## src/rts_pkg.sv

```systemverilog
package rts_pkg;

   // Field widths of the item and result words
   localparam int CFG_W     = 9;
   localparam int CSR_IDX_W = 1;
   localparam int INDEX_W   = 16;
   localparam int TEXEL_W   = 32;
   localparam int COORD_W   = 16;
   localparam int CHAN_W    = 16;
   localparam int BYTE_W    = 8;
   localparam int NUM_CHAN  = 4;

   // Operation codes
   localparam logic OP_LOAD   = 1'b0;
   localparam logic OP_SAMPLE = 1'b1;

   // Filter codes
   localparam logic FILTER_NEAREST = 1'b0;
   localparam logic FILTER_LINEAR  = 1'b1;

   // Register indexes
   localparam logic [CSR_IDX_W-1:0] REG_IMAGE_WIDTH  = 1'b0;
   localparam logic [CSR_IDX_W-1:0] REG_IMAGE_HEIGHT = 1'b1;

   localparam logic [CFG_W-1:0] SIZE_RESET = 9'd256;

   typedef struct packed {
      logic               op;
      logic [INDEX_W-1:0] texel_index;
      logic [TEXEL_W-1:0] texel_rgba;
      logic [COORD_W-1:0] coord_x;
      logic [COORD_W-1:0] coord_y;
      logic               filter_mode;
   } req_type;

   typedef struct packed {
      logic [CHAN_W-1:0] red;
      logic [CHAN_W-1:0] green;
      logic [CHAN_W-1:0] blue;
      logic [CHAN_W-1:0] alpha;
      logic              coord_clamped;
   } rsp_type;

   // Control that travels with each item down the pipeline
   typedef struct packed {
      logic valid;
      logic sample;
      logic clamped;
   } ctl_type;

endpackage

```

## src/rts_blend.sv

```systemverilog
module rts_blend #(
   parameter int FRAC_BITS = 8
) (
   input  logic                        clock,
   input  logic                        reset,
   input  rts_pkg::ctl_type            ctl_s3,
   input  logic [FRAC_BITS-1:0]        fx_s3,
   input  logic [FRAC_BITS-1:0]        fy_s3,
   input  logic [rts_pkg::TEXEL_W-1:0] base_texel,
   input  logic [rts_pkg::TEXEL_W-1:0] right_texel,
   input  logic [rts_pkg::TEXEL_W-1:0] down_texel,
   output logic                        rsp_valid,
   output rts_pkg::rsp_type            rsp_data
);

   localparam int BW    = rts_pkg::BYTE_W;
   localparam int NC    = rts_pkg::NUM_CHAN;
   localparam int WB_W  = FRAC_BITS + 2;
   localparam int PB_W  = BW + WB_W;
   localparam int PF_W  = BW + FRAC_BITS;
   localparam int SUM_W = PB_W + 1;

   // Stage 4: align side data with the memory read
   rts_pkg::ctl_type     ctl4_ff;
   logic [FRAC_BITS-1:0] fx4_ff;
   logic [FRAC_BITS-1:0] fy4_ff;

   always_ff @(posedge clock) begin
      if (reset) begin
         ctl4_ff <= '0;
      end else begin
         ctl4_ff <= ctl_s3;
      end
      fx4_ff <= fx_s3;
      fy4_ff <= fy_s3;
   end

   // Weighted products; a neighbor with zero weight is dropped
   logic [WB_W-1:0]            wb;
   logic [rts_pkg::TEXEL_W-1:0] right_used;
   logic [rts_pkg::TEXEL_W-1:0] down_used;
   logic [PB_W-1:0]            pb_in [NC];
   logic [PF_W-1:0]            pr_in [NC];
   logic [PF_W-1:0]            pd_in [NC];

   assign wb = WB_W'(2 << FRAC_BITS) - WB_W'(fx4_ff) - WB_W'(fy4_ff);
   assign right_used = (fx4_ff == '0) ? '0 : right_texel;
   assign down_used  = (fy4_ff == '0) ? '0 : down_texel;

   always_comb begin
      for (int c = 0; c < NC; c++) begin
         pb_in[c] = PB_W'(base_texel[BW*c +: BW]) * wb;
         pr_in[c] = PF_W'(right_used[BW*c +: BW]) * PF_W'(fx4_ff);
         pd_in[c] = PF_W'(down_used[BW*c +: BW]) * PF_W'(fy4_ff);
      end
   end

   // Stage 5: products
   rts_pkg::ctl_type ctl5_ff;
   logic [PB_W-1:0]  pb5_ff [NC];
   logic [PF_W-1:0]  pr5_ff [NC];
   logic [PF_W-1:0]  pd5_ff [NC];

   always_ff @(posedge clock) begin
      if (reset) begin
         ctl5_ff <= '0;
      end else begin
         ctl5_ff <= ctl4_ff;
      end
      pb5_ff <= pb_in;
      pr5_ff <= pr_in;
      pd5_ff <= pd_in;
   end

   // Sum, round half up, keep the low channel bits
   logic [SUM_W-1:0]          sum [NC];
   logic [rts_pkg::CHAN_W-1:0] chan [NC];
   rts_pkg::rsp_type          rsp_in;

   always_comb begin
      for (int c = 0; c < NC; c++) begin
         sum[c]  = SUM_W'(pb5_ff[c]) + SUM_W'(pr5_ff[c]) + SUM_W'(pd5_ff[c]) + SUM_W'(1);
         chan[c] = rts_pkg::CHAN_W'(sum[c] >> 1);
      end
      rsp_in.red           = chan[0];
      rsp_in.green         = chan[1];
      rsp_in.blue          = chan[2];
      rsp_in.alpha         = chan[3];
      rsp_in.coord_clamped = ctl5_ff.clamped;
   end

   // Output register: strobe for sample items only
   logic             rsp_valid_ff;
   rts_pkg::rsp_type rsp_data_ff;

   always_ff @(posedge clock) begin
      if (reset) begin
         rsp_valid_ff <= 1'b0;
      end else begin
         rsp_valid_ff <= ctl5_ff.valid && ctl5_ff.sample;
      end
      rsp_data_ff <= rsp_in;
   end

   assign rsp_valid = rsp_valid_ff;
   assign rsp_data  = rsp_data_ff;

endmodule

```

## config.mk

```make
export PLATFORM = sky130hd
export DESIGN_NAME = rts_blend
export DESIGN_NICKNAME = d
export VERILOG_FILES = /design/src/rts_pkg.sv /design/src/rts_blend.sv
export SDC_FILE = /design/constraint.sdc
export NUM_CORES = 2
export LEC_CHECK = 0
export ABC_AREA = 1
export BUFFER_PORTS_ARGS = -buffer_cell sky130_fd_sc_hd__buf_2
export CAP_MARGIN = 0
export CORE_MARGIN = 5
export CORE_UTILIZATION = 55
export CTS_CLUSTER_DIAMETER = 150
export CTS_CLUSTER_SIZE = 8
export DETAILED_ROUTE_END_ITERATION = 10
export GPL_TIMING_DRIVEN = 0
export PLACE_DENSITY = 0.73
export REMOVE_ABC_BUFFERS = 1
export SLEW_MARGIN = 25
export SYNTH_ARGS = -nofsm -noshare
export SYNTH_HDL_FRONTEND = slang
export SYNTH_SLANG_ARGS = --single-unit
```

## constraint.sdc

```tcl
create_clock -name clock -period 17.3 [get_ports clock]
set_clock_uncertainty 0.05 [all_clocks]
set_input_delay 2.595 -clock clock [delete_from_list [all_inputs] [get_ports clock]]
set_output_delay 2.595 -clock clock [all_outputs]
set_load 0.02 [all_outputs]
```

# ---- After elaboration in Yosys (flattened, before gate mapping)
# Cells that the tools add are included.
dict set report word_totals {
  register_bits 284
  input_bits 117
  output_inout_bits 66
  wordCells 57
}
dict set report classes {
  n_addsub 14
  mul 12
  muxes 2
  reduce_logical 3
}
# operator n
set op_table {}
lappend op_table {{$add 17x16->17} 8}
lappend op_table {{$mul 8x8->16} 8}
lappend op_table {{$add 17x1->17 const B} 4}
lappend op_table {{$mul 8x10->17} 4}
lappend op_table {{$mux 32} 2}
lappend op_table {{$logic_not 8->1} 2}
lappend op_table {{$sub 10x8->10} 1}
lappend op_table {{$sub 10x8->10 const A} 1}
lappend op_table {{$logic_and 1x1->1} 1}

# ---- Longest topological paths before layout
dict set report depth {
  depth_word 3
  ltp_mapped 34
  mapped_depth_nobuf 32
}

# ---- Least setup slack after synthesis
# Ideal clock, no wire load.
dict set report synth_timing {
  path_kind {input to register}
  start {input port down_texel[21] (netlist bit)}
  end {register pd5_ff[30] (netlist bit)}
  setup_time_ns 0.113
  arrival_time_ns 5.964
  required_time_ns 17.137
  path_slack_ns 11.174
  stages 15
  n_path_buf 0
  cell_sequence {inv_1 -> nor2_1 -> nand2_1 -> fa_1 -> fa_1 -> inv_1 -> fa_1 -> fa_1 -> ha_1 -> a21oi_1 -> nor2_1 -> o21ai_0 -> nand3_1 -> nand2_1 -> nand2_1}
}
# element line_no
set synth_rtl {}
lappend synth_rtl {{from (decl)} rts_blend.sv:11} ;# input logic [rts_pkg::TEXEL_W-1:0] down_texel,
lappend synth_rtl {{to (signal assigned)} rts_blend.sv:72} ;# pd5_ff <= pd_in;
lappend synth_rtl {{to (decl)} rts_blend.sv:62} ;# logic [PF_W-1:0] pd5_ff [NC];

==> flow_metrics.py <==
metrics = {
    "status": {
        "result_of_the_run": "completed",
    },
    "finish": {
        "num-nets-final": 6307,
        "layout.area.seq_um2": 5690,
        "fin_area_um2": 41600,
        "layout_area_growth_over_synthesis_pct": 7.38,
        "final_core_util_pct": 59.5,
        "multiInputGateArea_um2": 28500,
        "layout_commonest_cell": "sky130_fd_sc_hd__nand2_1",
        "stdcell_count": 6086,
        "nFillCells": 6419,
        "drive_gt1_share_pct": 6.96,
        "commonest_cells_after_routing_fill_and_taps_aside": "sky130_fd_sc_hd__nand2_1 (1,095), sky130_fd_sc_hd__inv_1 (1,041), sky130_fd_sc_hd__nor2_1 (627)",
    },
    "worst_setup_path": {
        "critPathRequiredTime_ns": 17.70,
        "timing.critical_path.fanout_max": 22,
        "timing.critical_path.arrival_ns": 8.54,
        "cp-end-kind": "flip-flop",
        "regToRegSetupSlack_ns": 9.16,
        "criticalPathCategory": "flip-flop to flip-flop",
        "critPathLaunchType": "flip-flop",
    },
    "clock_tree": {
        "cts-resized-gates": 0,
        "postCtsSetupRepairBufs": 0,
        "clk_pin_slew_worst_paths_ns": 0.06,
        "cts_made_buffers": 41,
        "clock_sinks": 284,
        "count_of_hold_buffers_inserted_by_post_cts_repair": 0,
        "clock_tree_from_tritoncts": "built",
        "worst_skew_pair.late_latency_ns": 0.57,
        "htree_levels": 2,
        "cts-root-to-sink-buffers": 3,
        "clock-root-buffer": "sky130_fd_sc_hd__clkbuf_16",
    },
    "route": {
        "drtIter0Drc": 1861,
        "wl_um": 99200,
        "wire_per_inst_um": 16.3,
        "via_count_normalized_by_instance_count": 5.18,
        "dr.pass1.iters": 7,
        "final_antenna_net_count": 0,
        "drc": 0,
        "number_of_vias_after_detailed_routing": 31500,
    },
    "yosys": {
        "total_number_of_yosys_warnings": 0,
        "syn-instance-count": 4995,
        "ys_types": 40,
        "syn_avg_cell_area_um2": 7.75,
        "synth.cell_area_um2": 38700,
        "synth.yosys.seq_area_share_pct": 14.7,
        "synth_seq_cells": 284,
    },
    "placement": {
        "gp_congestion": 0.918,
        "place_area_um2": 40500,
        "io_buffers": 182,
        "placed_cells": 6035,
        "place_ws_ns": 9.30,
        "dp_wirelength_um": 80300,
    },
    "global_routing": {
        "grtUsageTotal_pct": 26.5,
        "antenna_found_initial": 9,
        "grt_first_pass_wirelength_um": 161000,
        "first_global_vias": 32000,
        "gr-total-overflow": 0,
        "grt_start_max_net_pins": 34,
    },
    "timing": {
        "drv_slew": 0,
        "fin_crit_ns": 8.14,
        "timing.final.hold_violations": 0,
        "setup-tns-final_ns": 0,
        "hold-worst-slack_ns": 0.283,
        "unrepaired_setup_endpoints_after_global_routing": "no",
        "fmax_mhz": 123,
        "finalWorstSetupSlack_ns": 9.16,
        "layout_worst_path_cycle_share_pct": 47.1,
        "timing.max_slew.rel_slack_pct": 26.4,
        "max_slew.worst_pin.slew_ns": 1.10,
        "setup_violation_total_in_the_final_timing_report": 0,
    },
    "flow_run": {
        "cap_viol_max_count": 0,
    },
    "floorplanning": {
        "core.rowCount": 97,
        "core-area_um2": 69900,
        "die_width_um": 275,
        "chipHeight_um": 275,
        "dieArea_um2": 75800,
        "floorplan.initialDensity_pct": 55.4,
        "io_pins": 183,
    },
    "min_path": {
        "worstHoldPathType": "flip-flop to flip-flop",
    },
    "pwr": {
        "power.leakage_nw": 23.9,
        "peakVddDrop_mv": 0.131,
        "pwr_density_cell_nw_per_um2": 213,
        "report.power.total_mw": 8.87,
    },
}
[metal layers]
metal	track usage [%]	up-vias	part of all wire [%]
met4	9.68	6	3.9
met5	0	-	0.040
met1	32.9	14900	41
met3	4.77	258	6.6
li1	-	15300	-
met2	46.4	1004	49
[critical path, cell delays in order (launching register included)]
cell and delay, ns:
sky130_fd_sc_hd__dfxtp_1 1.01, sky130_fd_sc_hd__inv_1 0.66, sky130_fd_sc_hd__ha_1 0.47, sky130_fd_sc_hd__ha_1 0.34
sky130_fd_sc_hd__a21oi_1 0.25, sky130_fd_sc_hd__nand3_1 0.11, sky130_fd_sc_hd__nand2_1 0.06, sky130_fd_sc_hd__nand2_1 0.59
sky130_fd_sc_hd__inv_1 0.84, sky130_fd_sc_hd__nand2_1 0.17, sky130_fd_sc_hd__fa_1 0.57, sky130_fd_sc_hd__inv_1 0.05
sky130_fd_sc_hd__fa_1 0.51, sky130_fd_sc_hd__fa_1 0.53, sky130_fd_sc_hd__inv_1 0.06, sky130_fd_sc_hd__fa_1 0.49
sky130_fd_sc_hd__inv_1 0.05, sky130_fd_sc_hd__ha_1 0.34, sky130_fd_sc_hd__a21oi_1 0.33, sky130_fd_sc_hd__o21ai_0 0.17
sky130_fd_sc_hd__nand2_1 0.12, sky130_fd_sc_hd__nand3_1 0.08, sky130_fd_sc_hd__nand2_1 0.06, sky130_fd_sc_hd__nand2_1 0.08
[cell usage after synthesis]
master | count | area share (%)
sky130_fd_sc_hd__nand2_1 | 1095 | 11
sky130_fd_sc_hd__inv_1 | 1045 | 10
sky130_fd_sc_hd__nor2_1 | 627 | 6.1
sky130_fd_sc_hd__fa_1 | 541 | 28
sky130_fd_sc_hd__ha_1 | 511 | 17
sky130_fd_sc_hd__dfxtp_1 | 284 | 15
sky130_fd_sc_hd__a21oi_1 | 175 | 2.3
sky130_fd_sc_hd__nand3_1 | 165 | 2.1
sky130_fd_sc_hd__o21ai_0 | 93 | 1.2
sky130_fd_sc_hd__xor2_1 | 91 | 2.1
sky130_fd_sc_hd__clkbuf_1 | 55 | 0.53
sky130_fd_sc_hd__nand4_1 | 55 | 0.89
sky130_fd_sc_hd__inv_2 | 54 | 0.52
sky130_fd_sc_hd__xnor2_1 | 36 | 0.81
sky130_fd_sc_hd__nand2_2 | 27 | 0.44
sky130_fd_sc_hd__o21bai_1 | 23 | 0.45
sky130_fd_sc_hd__nand2_4 | 20 | 0.58
sky130_fd_sc_hd__buf_2 | 16 | 0.21
sky130_fd_sc_hd__a21o_1 | 12 | 0.23
sky130_fd_sc_hd__nand2_8 | 10 | 0.52
sky130_fd_sc_hd__and2_1 | 9 | 0.15
sky130_fd_sc_hd__a31oi_1 | 8 | 0.13
sky130_fd_sc_hd__and3_1 | 7 | 0.11
sky130_fd_sc_hd__buf_6 | 7 | 0.20
sky130_fd_sc_hd__nor3_1 | 7 | 0.090
sky130_fd_sc_hd__nand3b_1 | 6 | 0.12
sky130_fd_sc_hd__buf_1 | 3 | 0.029
sky130_fd_sc_hd__a21boi_4 | 1 | 0.048
sky130_fd_sc_hd__buf_12 | 1 | 0.052
sky130_fd_sc_hd__buf_4 | 1 | 0.019
sky130_fd_sc_hd__clkinv_1 | 1 | 0.0097
sky130_fd_sc_hd__nand3_2 | 1 | 0.026
sky130_fd_sc_hd__nand3b_2 | 1 | 0.029
sky130_fd_sc_hd__nand4_2 | 1 | 0.032
sky130_fd_sc_hd__nand4_4 | 1 | 0.055
sky130_fd_sc_hd__nor2_2 | 1 | 0.016
sky130_fd_sc_hd__nor2_4 | 1 | 0.029
sky130_fd_sc_hd__o21a_1 | 1 | 0.019
sky130_fd_sc_hd__o21ai_1 | 1 | 0.013
sky130_fd_sc_hd__or2_1 | 1 | 0.016
[sequential cells by signal, indices dropped and copies added, names as in the netlist]
signal and flops:
ctl4_ff 3, ctl5_ff 3, fx4_ff 8, fy4_ff 8
pb5_ff 68, pd5_ff 64, pr5_ff 64, rsp_data 65
rsp_valid 1
[power by group]
part	total, mW	switching (mW)	internal (mW)
combinational	6.90	4.36	2.54
clock	0.746	0.298	0.448
sequential	1.22	0.175	1.04
total	8.87	4.83	4.03
[cell families (layout without fill, tap and decap cells)]
logic type,count (synthesis),in the layout,share of synthesized area (%)
adder cells (fa/ha/maj),1052,1052,44.5
buffers and inverters,1183,1328,11.7
AND/OR/NAND/NOR,2035,2035,21.9
other,0,6,0
flip-flops,284,284,14.7
XOR/XNOR,127,127,2.87
AO/OA/AOI/OAI,314,314,4.35
[area by class of cell]
class                      count  area share [%]
multi-input combinational   3528            68.6
sequential                   284            13.7
inverter                    1100            9.94
tap                          940            2.83
clock buffer                  43            2.59
timing repair buffer         183            2.24
clock inverter                 2          0.0933
antenna                        6          0.0361
[final timing paths]
path,startpoint,to,depth (start not counted)
worst max-delay path,fy4_ff[5],pb5_ff[33],23
worst max register to register,fy4_ff[5],pb5_ff[33],23
worst min-delay path,ctl5_ff[0],rsp_data[0],0
worst min register to register,ctl5_ff[0],rsp_data[0],0
Note: power is estimated with default switching activity, not from simulation.
