--- config.mk ---
export PLATFORM = sky130hd
export DESIGN_NAME = rts_addr
export DESIGN_NICKNAME = d
export VERILOG_FILES = /design/src/rts_pkg.sv /design/src/rts_axis.sv /design/src/rts_addr.sv
export SDC_FILE = /design/constraint.sdc
export NUM_CORES = 1
export LEC_CHECK = 0
export BUFFER_PORTS_ARGS = -buffer_cell sky130_fd_sc_hd__buf_4
export CORE_UTILIZATION = 55
export CTS_CLUSTER_SIZE = 12
export DETAILED_ROUTE_END_ITERATION = 10
export PLACE_DENSITY = 0.77
export SLEW_MARGIN = 25
export SYNTH_ARGS = -nofsm -noshare
export SYNTH_HDL_FRONTEND = slang
export SYNTH_HIERARCHICAL = 1
export SYNTH_SLANG_ARGS = --single-unit
--- constraint.sdc ---
create_clock -name clock -period 10.7 [get_ports clock]
set_input_delay 1.07 -clock clock [delete_from_list [all_inputs] [get_ports clock]]
set_output_delay 1.07 -clock clock [all_outputs]
set_load 0.02 [all_outputs]
--- src/rts_pkg.sv ---
package rts_pkg;

   // Field widths of the item and result words
   localparam int CFG_W     = 9;
   localparam int CSR_IDX_W = 1;
   localparam int INDEX_W   = 16;
   localparam int TEXEL_W   = 32;
   localparam int COORD_W   = 16;
   localparam int CHAN_W    = 16;
   localparam int BYTE_W    = 8;
   localparam int NUM_CHAN  = 4;

   // Operation codes
   localparam logic OP_LOAD   = 1'b0;
   localparam logic OP_SAMPLE = 1'b1;

   // Filter codes
   localparam logic FILTER_NEAREST = 1'b0;
   localparam logic FILTER_LINEAR  = 1'b1;

   // Register indexes
   localparam logic [CSR_IDX_W-1:0] REG_IMAGE_WIDTH  = 1'b0;
   localparam logic [CSR_IDX_W-1:0] REG_IMAGE_HEIGHT = 1'b1;

   localparam logic [CFG_W-1:0] SIZE_RESET = 9'd256;

   typedef struct packed {
      logic               op;
      logic [INDEX_W-1:0] texel_index;
      logic [TEXEL_W-1:0] texel_rgba;
      logic [COORD_W-1:0] coord_x;
      logic [COORD_W-1:0] coord_y;
      logic               filter_mode;
   } req_type;

   typedef struct packed {
      logic [CHAN_W-1:0] red;
      logic [CHAN_W-1:0] green;
      logic [CHAN_W-1:0] blue;
      logic [CHAN_W-1:0] alpha;
      logic              coord_clamped;
   } rsp_type;

   // Control that travels with each item down the pipeline
   typedef struct packed {
      logic valid;
      logic sample;
      logic clamped;
   } ctl_type;

endpackage

--- src/rts_axis.sv ---
module rts_axis #(
   parameter int SIZE_MAX  = 256,
   parameter int FRAC_BITS = 8
) (
   input  logic [rts_pkg::CFG_W-1:0]     size_cfg,
   input  logic [rts_pkg::COORD_W-1:0]   coord,
   input  logic                          linear,
   output logic [$clog2(SIZE_MAX)-1:0]   idx,
   output logic [$clog2(SIZE_MAX)-1:0]   nidx,
   output logic [$clog2(SIZE_MAX+1)-1:0] size,
   output logic [FRAC_BITS-1:0]          frac,
   output logic                          over
);

   localparam int IDX_W = $clog2(SIZE_MAX);
   localparam int SZ_W  = $clog2(SIZE_MAX + 1);
   localparam int CW    = ((IDX_W + FRAC_BITS > rts_pkg::COORD_W) ?
                           IDX_W + FRAC_BITS : rts_pkg::COORD_W) + 1;
   localparam int HALF  = 1 << (FRAC_BITS - 1);

   logic [IDX_W-1:0] last;
   logic [CW-1:0]    limit;
   logic [CW-1:0]    cx;
   logic [CW-1:0]    cc;
   logic [CW-1:0]    whole;
   logic [CW-1:0]    rounded;

   // Fit the size register into 1..SIZE_MAX, keep the last index
   always_comb begin
      if (size_cfg == '0) begin
         last = '0;
      end else if (32'(size_cfg) > 32'(SIZE_MAX)) begin
         last = IDX_W'(SIZE_MAX - 1);
      end else begin
         last = IDX_W'(size_cfg - rts_pkg::CFG_W'(1));
      end
   end

   assign size = SZ_W'(last) + SZ_W'(1);

   // Clamp the coordinate to the last texel
   assign limit   = CW'(last) << FRAC_BITS;
   assign cx      = CW'(coord);
   assign over    = cx > limit;
   assign cc      = over ? limit : cx;
   assign whole   = cc >> FRAC_BITS;
   assign rounded = (cc + CW'(HALF)) >> FRAC_BITS;

   // Truncate for linear, round to nearest otherwise
   always_comb begin
      if (linear) begin
         idx  = whole[IDX_W-1:0];
         frac = cc[FRAC_BITS-1:0];
      end else begin
         frac = '0;
         if (rounded > CW'(last)) begin
            idx = last;
         end else begin
            idx = rounded[IDX_W-1:0];
         end
      end
   end

   // Neighbor stops at the image edge
   assign nidx = (idx == last) ? idx : idx + IDX_W'(1);

endmodule

--- src/rts_addr.sv ---
module rts_addr #(
   parameter int MAX_WIDTH  = 256,
   parameter int MAX_HEIGHT = 256,
   parameter int FRAC_BITS  = 8
) (
   input  logic                                     clock,
   input  logic                                     reset,
   input  logic                                     accept,
   input  rts_pkg::req_type                         req,
   input  logic [rts_pkg::CFG_W-1:0]                width_cfg,
   input  logic [rts_pkg::CFG_W-1:0]                height_cfg,
   output rts_pkg::ctl_type                         ctl_s3,
   output logic [$clog2(MAX_WIDTH*MAX_HEIGHT)-1:0]  base_addr,
   output logic [$clog2(MAX_WIDTH*MAX_HEIGHT)-1:0]  right_addr,
   output logic [$clog2(MAX_WIDTH*MAX_HEIGHT)-1:0]  down_addr,
   output logic [FRAC_BITS-1:0]                     fx_s3,
   output logic [FRAC_BITS-1:0]                     fy_s3,
   output logic                                     wr_en,
   output logic [$clog2(MAX_WIDTH*MAX_HEIGHT)-1:0]  wr_addr,
   output logic [rts_pkg::TEXEL_W-1:0]              wr_data
);

   localparam int DEPTH  = MAX_WIDTH * MAX_HEIGHT;
   localparam int ADDR_W = $clog2(DEPTH);
   localparam int COL_W  = $clog2(MAX_WIDTH);
   localparam int ROW_W  = $clog2(MAX_HEIGHT);
   localparam int WSZ_W  = $clog2(MAX_WIDTH + 1);
   localparam int HSZ_W  = $clog2(MAX_HEIGHT + 1);
   localparam int IW     = ((ADDR_W > rts_pkg::INDEX_W) ? ADDR_W : rts_pkg::INDEX_W) + 1;

   // Stage 1: registered item
   logic             valid1_ff;
   rts_pkg::req_type req1_ff;

   always_ff @(posedge clock) begin
      if (reset) begin
         valid1_ff <= 1'b0;
      end else begin
         valid1_ff <= accept;
      end
      req1_ff <= req;
   end

   logic                 linear;
   logic [COL_W-1:0]     col_in;
   logic [COL_W-1:0]     ncol_in;
   logic [ROW_W-1:0]     row_in;
   logic [ROW_W-1:0]     nrow_in;
   logic [WSZ_W-1:0]     w_in;
   logic [HSZ_W-1:0]     h_unused;
   logic [FRAC_BITS-1:0] fx_in;
   logic [FRAC_BITS-1:0] fy_in;
   logic                 over_x;
   logic                 over_y;
   logic [IW-1:0]        idx_ext;
   rts_pkg::ctl_type     ctl2_in;

   assign linear = req1_ff.filter_mode == rts_pkg::FILTER_LINEAR;

   rts_axis #(.SIZE_MAX(MAX_WIDTH), .FRAC_BITS(FRAC_BITS)) u_axis_x (
      .size_cfg (width_cfg),
      .coord    (req1_ff.coord_x),
      .linear   (linear),
      .idx      (col_in),
      .nidx     (ncol_in),
      .size     (w_in),
      .frac     (fx_in),
      .over     (over_x)
   );

   rts_axis #(.SIZE_MAX(MAX_HEIGHT), .FRAC_BITS(FRAC_BITS)) u_axis_y (
      .size_cfg (height_cfg),
      .coord    (req1_ff.coord_y),
      .linear   (linear),
      .idx      (row_in),
      .nidx     (nrow_in),
      .size     (h_unused),
      .frac     (fy_in),
      .over     (over_y)
   );

   assign idx_ext         = IW'(req1_ff.texel_index);
   assign ctl2_in.valid   = valid1_ff;
   assign ctl2_in.sample  = req1_ff.op == rts_pkg::OP_SAMPLE;
   assign ctl2_in.clamped = over_x | over_y | (h_unused == '0);

   // Stage 2: texel coordinates
   rts_pkg::ctl_type            ctl2_ff;
   logic [COL_W-1:0]            col2_ff;
   logic [COL_W-1:0]            ncol2_ff;
   logic [ROW_W-1:0]            row2_ff;
   logic [ROW_W-1:0]            nrow2_ff;
   logic [WSZ_W-1:0]            w2_ff;
   logic [FRAC_BITS-1:0]        fx2_ff;
   logic [FRAC_BITS-1:0]        fy2_ff;
   logic                        wok2_ff;
   logic [ADDR_W-1:0]           waddr2_ff;
   logic [rts_pkg::TEXEL_W-1:0] rgba2_ff;

   always_ff @(posedge clock) begin
      if (reset) begin
         ctl2_ff <= '0;
      end else begin
         ctl2_ff <= ctl2_in;
      end
      col2_ff   <= col_in;
      ncol2_ff  <= ncol_in;
      row2_ff   <= row_in;
      nrow2_ff  <= nrow_in;
      w2_ff     <= w_in;
      fx2_ff    <= fx_in;
      fy2_ff    <= fy_in;
      wok2_ff   <= idx_ext < IW'(DEPTH);
      waddr2_ff <= idx_ext[ADDR_W-1:0];
      rgba2_ff  <= req1_ff.texel_rgba;
   end

   // Row offsets: one multiply per row read
   logic [ADDR_W-1:0] roff_in;
   logic [ADDR_W-1:0] doff_in;

   assign roff_in = ADDR_W'(row2_ff * w2_ff);
   assign doff_in = ADDR_W'(nrow2_ff * w2_ff);

   // Stage 3: row offsets
   rts_pkg::ctl_type            ctl3_ff;
   logic [ADDR_W-1:0]           roff3_ff;
   logic [ADDR_W-1:0]           doff3_ff;
   logic [COL_W-1:0]            col3_ff;
   logic [COL_W-1:0]            ncol3_ff;
   logic [FRAC_BITS-1:0]        fx3_ff;
   logic [FRAC_BITS-1:0]        fy3_ff;
   logic                        wok3_ff;
   logic [ADDR_W-1:0]           waddr3_ff;
   logic [rts_pkg::TEXEL_W-1:0] rgba3_ff;

   always_ff @(posedge clock) begin
      if (reset) begin
         ctl3_ff <= '0;
      end else begin
         ctl3_ff <= ctl2_ff;
      end
      roff3_ff  <= roff_in;
      doff3_ff  <= doff_in;
      col3_ff   <= col2_ff;
      ncol3_ff  <= ncol2_ff;
      fx3_ff    <= fx2_ff;
      fy3_ff    <= fy2_ff;
      wok3_ff   <= wok2_ff;
      waddr3_ff <= waddr2_ff;
      rgba3_ff  <= rgba2_ff;
   end

   // Final addresses; loads write in this same stage to keep item order
   assign ctl_s3     = ctl3_ff;
   assign base_addr  = roff3_ff + ADDR_W'(col3_ff);
   assign right_addr = roff3_ff + ADDR_W'(ncol3_ff);
   assign down_addr  = doff3_ff + ADDR_W'(col3_ff);
   assign fx_s3      = fx3_ff;
   assign fy_s3      = fy3_ff;
   assign wr_en      = ctl3_ff.valid && !ctl3_ff.sample && wok3_ff;
   assign wr_addr    = waddr3_ff;
   assign wr_data    = rgba3_ff;

endmodule

Yosys cells after proc, flatten, opt, wreduce, memory -nomap -nowiden. Index checks and enable logic that the tools add are counted.

$add $sub $neg: 11. Multiply operators: 2. $lt $le $gt $ge: 7. Equal/unequal tests: 2. Mux-type cells: 12. Bitwise gates (word level): 2. Reduce and logical (&&, ||, !) cells: 6.

Operators with widths (number): 8-bit 2-to-1 mux (10); 16-bit by 8-bit adder with 16-bit output (3); 17-bit by 8-bit adder with 17-bit output, second input constant (2); 16-bit greater-than comparator (2); 8-bit by 9-bit multiplier with 16-bit output (2); 16-bit 2-to-1 mux (2); 9-bit zero test (3); 8-bit by 1-bit adder with 9-bit output, second input constant (2); 9-bit by 8-bit greater-than comparator with 1-bit output (2); 9-bit greater-than comparator, second input constant (2); 16-bit by 17-bit less-than comparator with 1-bit output, second input constant (1); 8-bit by 1-bit adder with 8-bit output, second input constant (2); 8-bit equality test (2); 8-bit by 1-bit subtractor with 8-bit output, second input constant (2); 1-bit logical AND (2); 1-bit OR (2); 1-bit zero test (1).

Register bits after elaboration: 308. Bits of input ports: 103. Logic and storage cells: 74.

Longest topological paths before layout.
Word-level depth: 11. Depth in mapped cells: 39. Depth with buffers taken out: 32.

Modules after synthesis. Netlist, hierarchy kept.

By module, submodules not included: rts_addr (times used 1, cells each 1067, area each 12270.5 µm², seq. area each 6125.9 µm²); rts_axis at u_axis_x (times used 1, cells each 333, area each 2277.2 µm², seq. area each 0.0 µm²); rts_axis at u_axis_y (times used 1, cells each 321, area each 2153.3 µm², seq. area each 0.0 µm²).

Least setup slack after synthesis. OpenSTA, ideal clock, no wires.

Path kind: input -> register. From: input height_cfg[0] (netlist name). To: register nrow2_ff[5]. Library setup time: 138 ps. Arrival time: 8042 ps. Data required time: 10562 ps. Slack: 2520 ps. Stages on the path: 36. Buffers on the path: 7. Cell sequence: clkbuf_1 > inv_1 > ha_1 > buf_2 > or3b_1 > buf_2 > or3_1 > a221o_1 > inv_1 > ha_1 > a41o_1 > a21oi_1 > a21o_1 > buf_2 > clkbuf_1 > nand2_1 > o21ai_0 > ha_1 > clkbuf_1 > nand4_1 > nand2b_1 > xnor2_1 > nor2_1 > a21oi_1 > ha_1 > a211oi_1 > o2bb2ai_1 > a311o_1 > o21a_1 > clkbuf_1 > o21ai_0 > o2bb2ai_1 > a41oi_1 > and3_1 > nor3b_1 > xor2_1.

Longest elaborated chain between the ends: 11. Elaborated cells on any way between the ends: 14. Classes of those cells: add/sub: 3; order compare: 3; eq/ne: 1; mux: 6; reduce/logical: 1.

Ends and longest elaborated chain: start: declaration (line rts_addr.sv:11) `input logic [rts_pkg::CFG_W-1:0] height_cfg,`; 8-bit by 1-bit subtractor with 8-bit output or 9-bit greater-than comparator (tied branches) (line rts_axis.sv:35, rts_axis.sv:32); 8-bit 2-to-1 mux (line rts_axis.sv:32) `end else if (32'(size_cfg) > 32'(SIZE_MAX)) begin`; 8-bit 2-to-1 mux * (line rts_axis.sv:30) `if (size_cfg == '0) begin`; 16-bit greater-than comparator (line rts_axis.sv:44) `assign over = cx > limit;`; 16-bit 2-to-1 mux (line rts_axis.sv:45) `assign cc = over ? limit : cx;`; 17-bit by 8-bit adder with 17-bit output (line rts_axis.sv:47) `assign rounded = (cc + CW'(HALF)) >> FRAC_BITS;`; 9-bit by 8-bit greater-than comparator with 1-bit output (line rts_axis.sv:56) `if (rounded > CW'(last)) begin`; 8-bit 2-to-1 mux (line rts_axis.sv:56); 8-bit 2-to-1 mux * (line rts_axis.sv:51) `if (linear) begin`; net row_in[2] (line rts_addr.sv:47) `logic [ROW_W-1:0] row_in;`; 8-bit by 1-bit adder with 8-bit output or 8-bit equality test (tied branches) (line rts_axis.sv:65) `assign nidx = (idx == last) ? idx : idx + IDX_W'(1);`; 8-bit 2-to-1 mux * (line rts_axis.sv:65); net nrow_in[5] (line rts_addr.sv:48) `logic [ROW_W-1:0] nrow_in;`; end signal: assignment (line rts_addr.sv:109) `nrow2_ff <= nrow_in;`; end: declaration (line rts_addr.sv:92) `logic [ROW_W-1:0] nrow2_ff;`.

Mark *: on every way through the listed nets, which the timed path passes. The rest lies on a longest branch. A chain may end at the register's enable or synchronous reset.

Worst setup path in the final report.
From: input width_cfg[0] (netlist name). To: register ncol2_ff[6].

Longest elaborated chain between the ends: 11. Elaborated cells on any way between the ends: 14. Classes of those cells: add/sub: 3; order compare: 3; eq/ne: 1; mux: 6; reduce/logical: 1.

Ends and longest elaborated chain: start: declaration (line rts_addr.sv:10) `input logic [rts_pkg::CFG_W-1:0] width_cfg,`; 8-bit by 1-bit subtractor with 8-bit output or 9-bit greater-than comparator (tied branches) (line rts_axis.sv:35, rts_axis.sv:32); 8-bit 2-to-1 mux (line rts_axis.sv:32); 8-bit 2-to-1 mux * (line rts_axis.sv:30); 16-bit greater-than comparator (line rts_axis.sv:44); 16-bit 2-to-1 mux (line rts_axis.sv:45); 17-bit by 8-bit adder with 17-bit output (line rts_axis.sv:47); 9-bit by 8-bit greater-than comparator with 1-bit output (line rts_axis.sv:56); 8-bit 2-to-1 mux (line rts_axis.sv:56); 8-bit 2-to-1 mux * (line rts_axis.sv:51); net col_in[1] (line rts_addr.sv:45) `logic [COL_W-1:0] col_in;`; 8-bit by 1-bit adder with 8-bit output or 8-bit equality test (tied branches) (line rts_axis.sv:65); 8-bit 2-to-1 mux * (line rts_axis.sv:65); net ncol_in[6] (line rts_addr.sv:46) `logic [COL_W-1:0] ncol_in;`; end signal: assignment (line rts_addr.sv:107) `ncol2_ff <= ncol_in;`; end: declaration (line rts_addr.sv:90) `logic [COL_W-1:0] ncol2_ff;`.

Marks and branches as above.

==> impl_metrics.tcl <==
set metrics [dict create \
    cts_sinks 306 \
    post-synth-top-count-cell "dfxtp_1" \
    synth_seq_cells 306 \
    crit_arrival_ns 9.13 \
    grt.overflow.total 0 \
    hold_path_class "reg2reg" \
    seq_area_frac_synth 0.367 \
    fin_setup_tns_ns 0 \
    syn_area_sq_um 16700 \
    yosysTopAreaCellShare 0.367 \
    diodes 0 \
    critPathMaxFanout 14 \
    die_w_microns 176 \
    hpwlAfterDp_mm 29.3 \
    postSynthCellCount 1721 \
    design.die.area_sq_um 31100 \
    antenna_found_initial 0 \
    grt_pass1_wl_mm 62.9 \
    cts_root_buffer "clkbuf_16" \
    finalCriticalPeriod_ns 8.64 \
    grt_max_degree 47 \
    synth_edf_count 0 \
    start_util 0.562 \
    cpMaxStageDelayCell "a211oi_2" \
    crit_top_cell "ha_1" \
    async_flop_share 0 \
    place_area_sq_um 18600 \
    hold_viol_final 0 \
    viasPerCell 5.58 \
    drive_gt1_frac 0.157 \
    detail_route.wirelength_mm 38.7 \
    drc 0 \
    cts_buffers 31 \
    worstMarginPinSlew_ns 0.826 \
    status "complete, no violations" \
    rrSetupSlack_ns 3.63 \
    port_buffers 218 \
    boundaryPins 219 \
    core_sq_um 29700 \
    setup_violations 0 \
    rsz0062_at_grt "no" \
    place.gp.congestion 0.921 \
    finalNetCount 2243 \
    final_area_sq_um 19600 \
    cts.repair.resized 0 \
    antenna_left 0 \
    cts_max_level 1 \
    skew_ns 0.0314 \
    drt_iter0_drc 734 \
    worst_slew_margin_rel 0.448 \
    synthFlopType "dfxtp_1" \
    yosys.area.top_type "dfxtp_1" \
    synth_fp_nets 2043 \
    cp.required_ns 11.19 \
    drv_slew 0 \
    fp-row-count 63 \
    clk_latency_ns 0.59 \
    avgSynthCellArea_sq_um 9.70 \
    wl_per_cell_microns 16.7 \
    fin_util 0.659 \
    startpoint_type "input pin" \
    tritoncts "built" \
    grt_pass1_vias 13000 \
    ys.warnings.count 6 \
    p_leak_nw 8.99 \
    cap_violations 0 \
    max_freq_mhz 116 \
    max_stage_delay_ns 0.57 \
    synth_area_leaders "dfxtp_1 (37%), fa_1 (10%), ha_1 (10%), xnor2_1 (4.8%), and2_1 (4.3%)" \
    ctsLongestPathBuffers 3 \
    synth_cell_types 101 \
    clk_pin_slew_ns 0.06 \
    syn2layout_area_growth_pct 17.2 \
    post-route-period-util 0.808 \
    powerDensity_nw_per_um2 327 \
    ir_drop_v 0.000292 \
    grt_usage 0.249 \
    postCtsSetupBuffers 0 \
    vias 12900 \
    firstDrtPassIters 5 \
    path_class "in2reg" \
    die_h_microns 176 \
    cts-hold-fix-buffers 0 \
    synth_commonest_cells "dfxtp_1 (306), inv_1 (174), ha_1 (134)" \
    crit_path_end_kind "flop" \
]
-- cells by family after synthesis --
| group | count (synthesis) | synth area share |
|---|---|---|
| buffers and inverters | 235 | 0.0568 |
| AOI/OAI and AO/OA | 293 | 0.120 |
| DFF | 306 | 0.367 |
| and+or+nand+nor | 521 | 0.175 |
| muxes | 15 | 0.00959 |
| xor gates and xnor gates | 130 | 0.0682 |
| adders and majority gates | 221 | 0.203 |
-- cells in the final DEF, fill, tap and decap left out, types with 31 or more instances in the layout --
master     count
dfxtp_1      306
buf_4        223
inv_1        174
ha_1         134
and2_1       115
nand2_1       95
xnor2_1       91
fa_1          85
a21oi_1       74
nor2_1        72
o21ai_0       50
xor2_1        39
and3_1        31
nor3_1        31
clkbuf_16     31
-- path summary, 6_finish.rpt --
| check | start | to | depth (start not counted) |
|---|---|---|---|
| min | idx_ext[3] | waddr2_ff[3] | 0 |
| min reg2reg | idx_ext[3] | waddr2_ff[3] | 0 |
| max | width_cfg[0] | ncol2_ff[6] | 31 |
| max reg2reg | req1_ff[29] | ncol2_ff[6] | 24 |
-- metrics by stage --
stage	hold slack, ns	std cells	worst slack [ns]	power (mW)
after floorplan	0.310	1721	2.52	4.38
after global placement	0.310	2278	1.99	5.22
after detailed placement	0.312	2278	1.71	5.35
after CTS	0.313	2322	2.26	6.44
after global routing	0.326	2322	1.29	7.01
final	0.307	2322	2.06	6.41
-- flip-flops by register name (all words and copies together) (netlist names), 9 cells and up --
signal and flops:
rgba2_ff 32, req1_ff 64, roff3_ff 16, doff3_ff 16, w2_ff 9, wr_data 32, waddr2_ff 16, idx_ext 16
wr_addr 16
-- critical path: cells and delay by family --
family	cells	cell delay [ns]
fa+ha+maj	5	1.74
buf+inv	3	0.46
xor+xnor	2	0.35
simple gates	11	2.23
compound gates	10	3.26
-- routing by layer --
| metal | wire length (microns) | global-route usage |
|---|---|---|
| met1 | 16500 | 0.309 |
| met2 | 18500 | 0.432 |
| met3 | 2410 | 0.0396 |
| met4 | 1330 | 0.0967 |
| met5 | 0 | 0 |
-- power breakdown --
group / internal (mW) / switching [mW] / total, mW
clock network: 0.643 / 0.419 / 1.06
registers: 1.35 / 0.158 / 1.50
logic: 1.70 / 2.14 / 3.84
-- cell type report --
type / instances / area, sq um
clock buffer: 38 / 842
clock inverter: 6 / 145
fill: 2369 / 10100
inverter: 179 / 674
multi-input combinational: 1180 / 9630
sequential: 306 / 6130
tap: 390 / 488
timing repair buffer: 223 / 1670
Note: power is estimated with default switching activity, not from simulation.
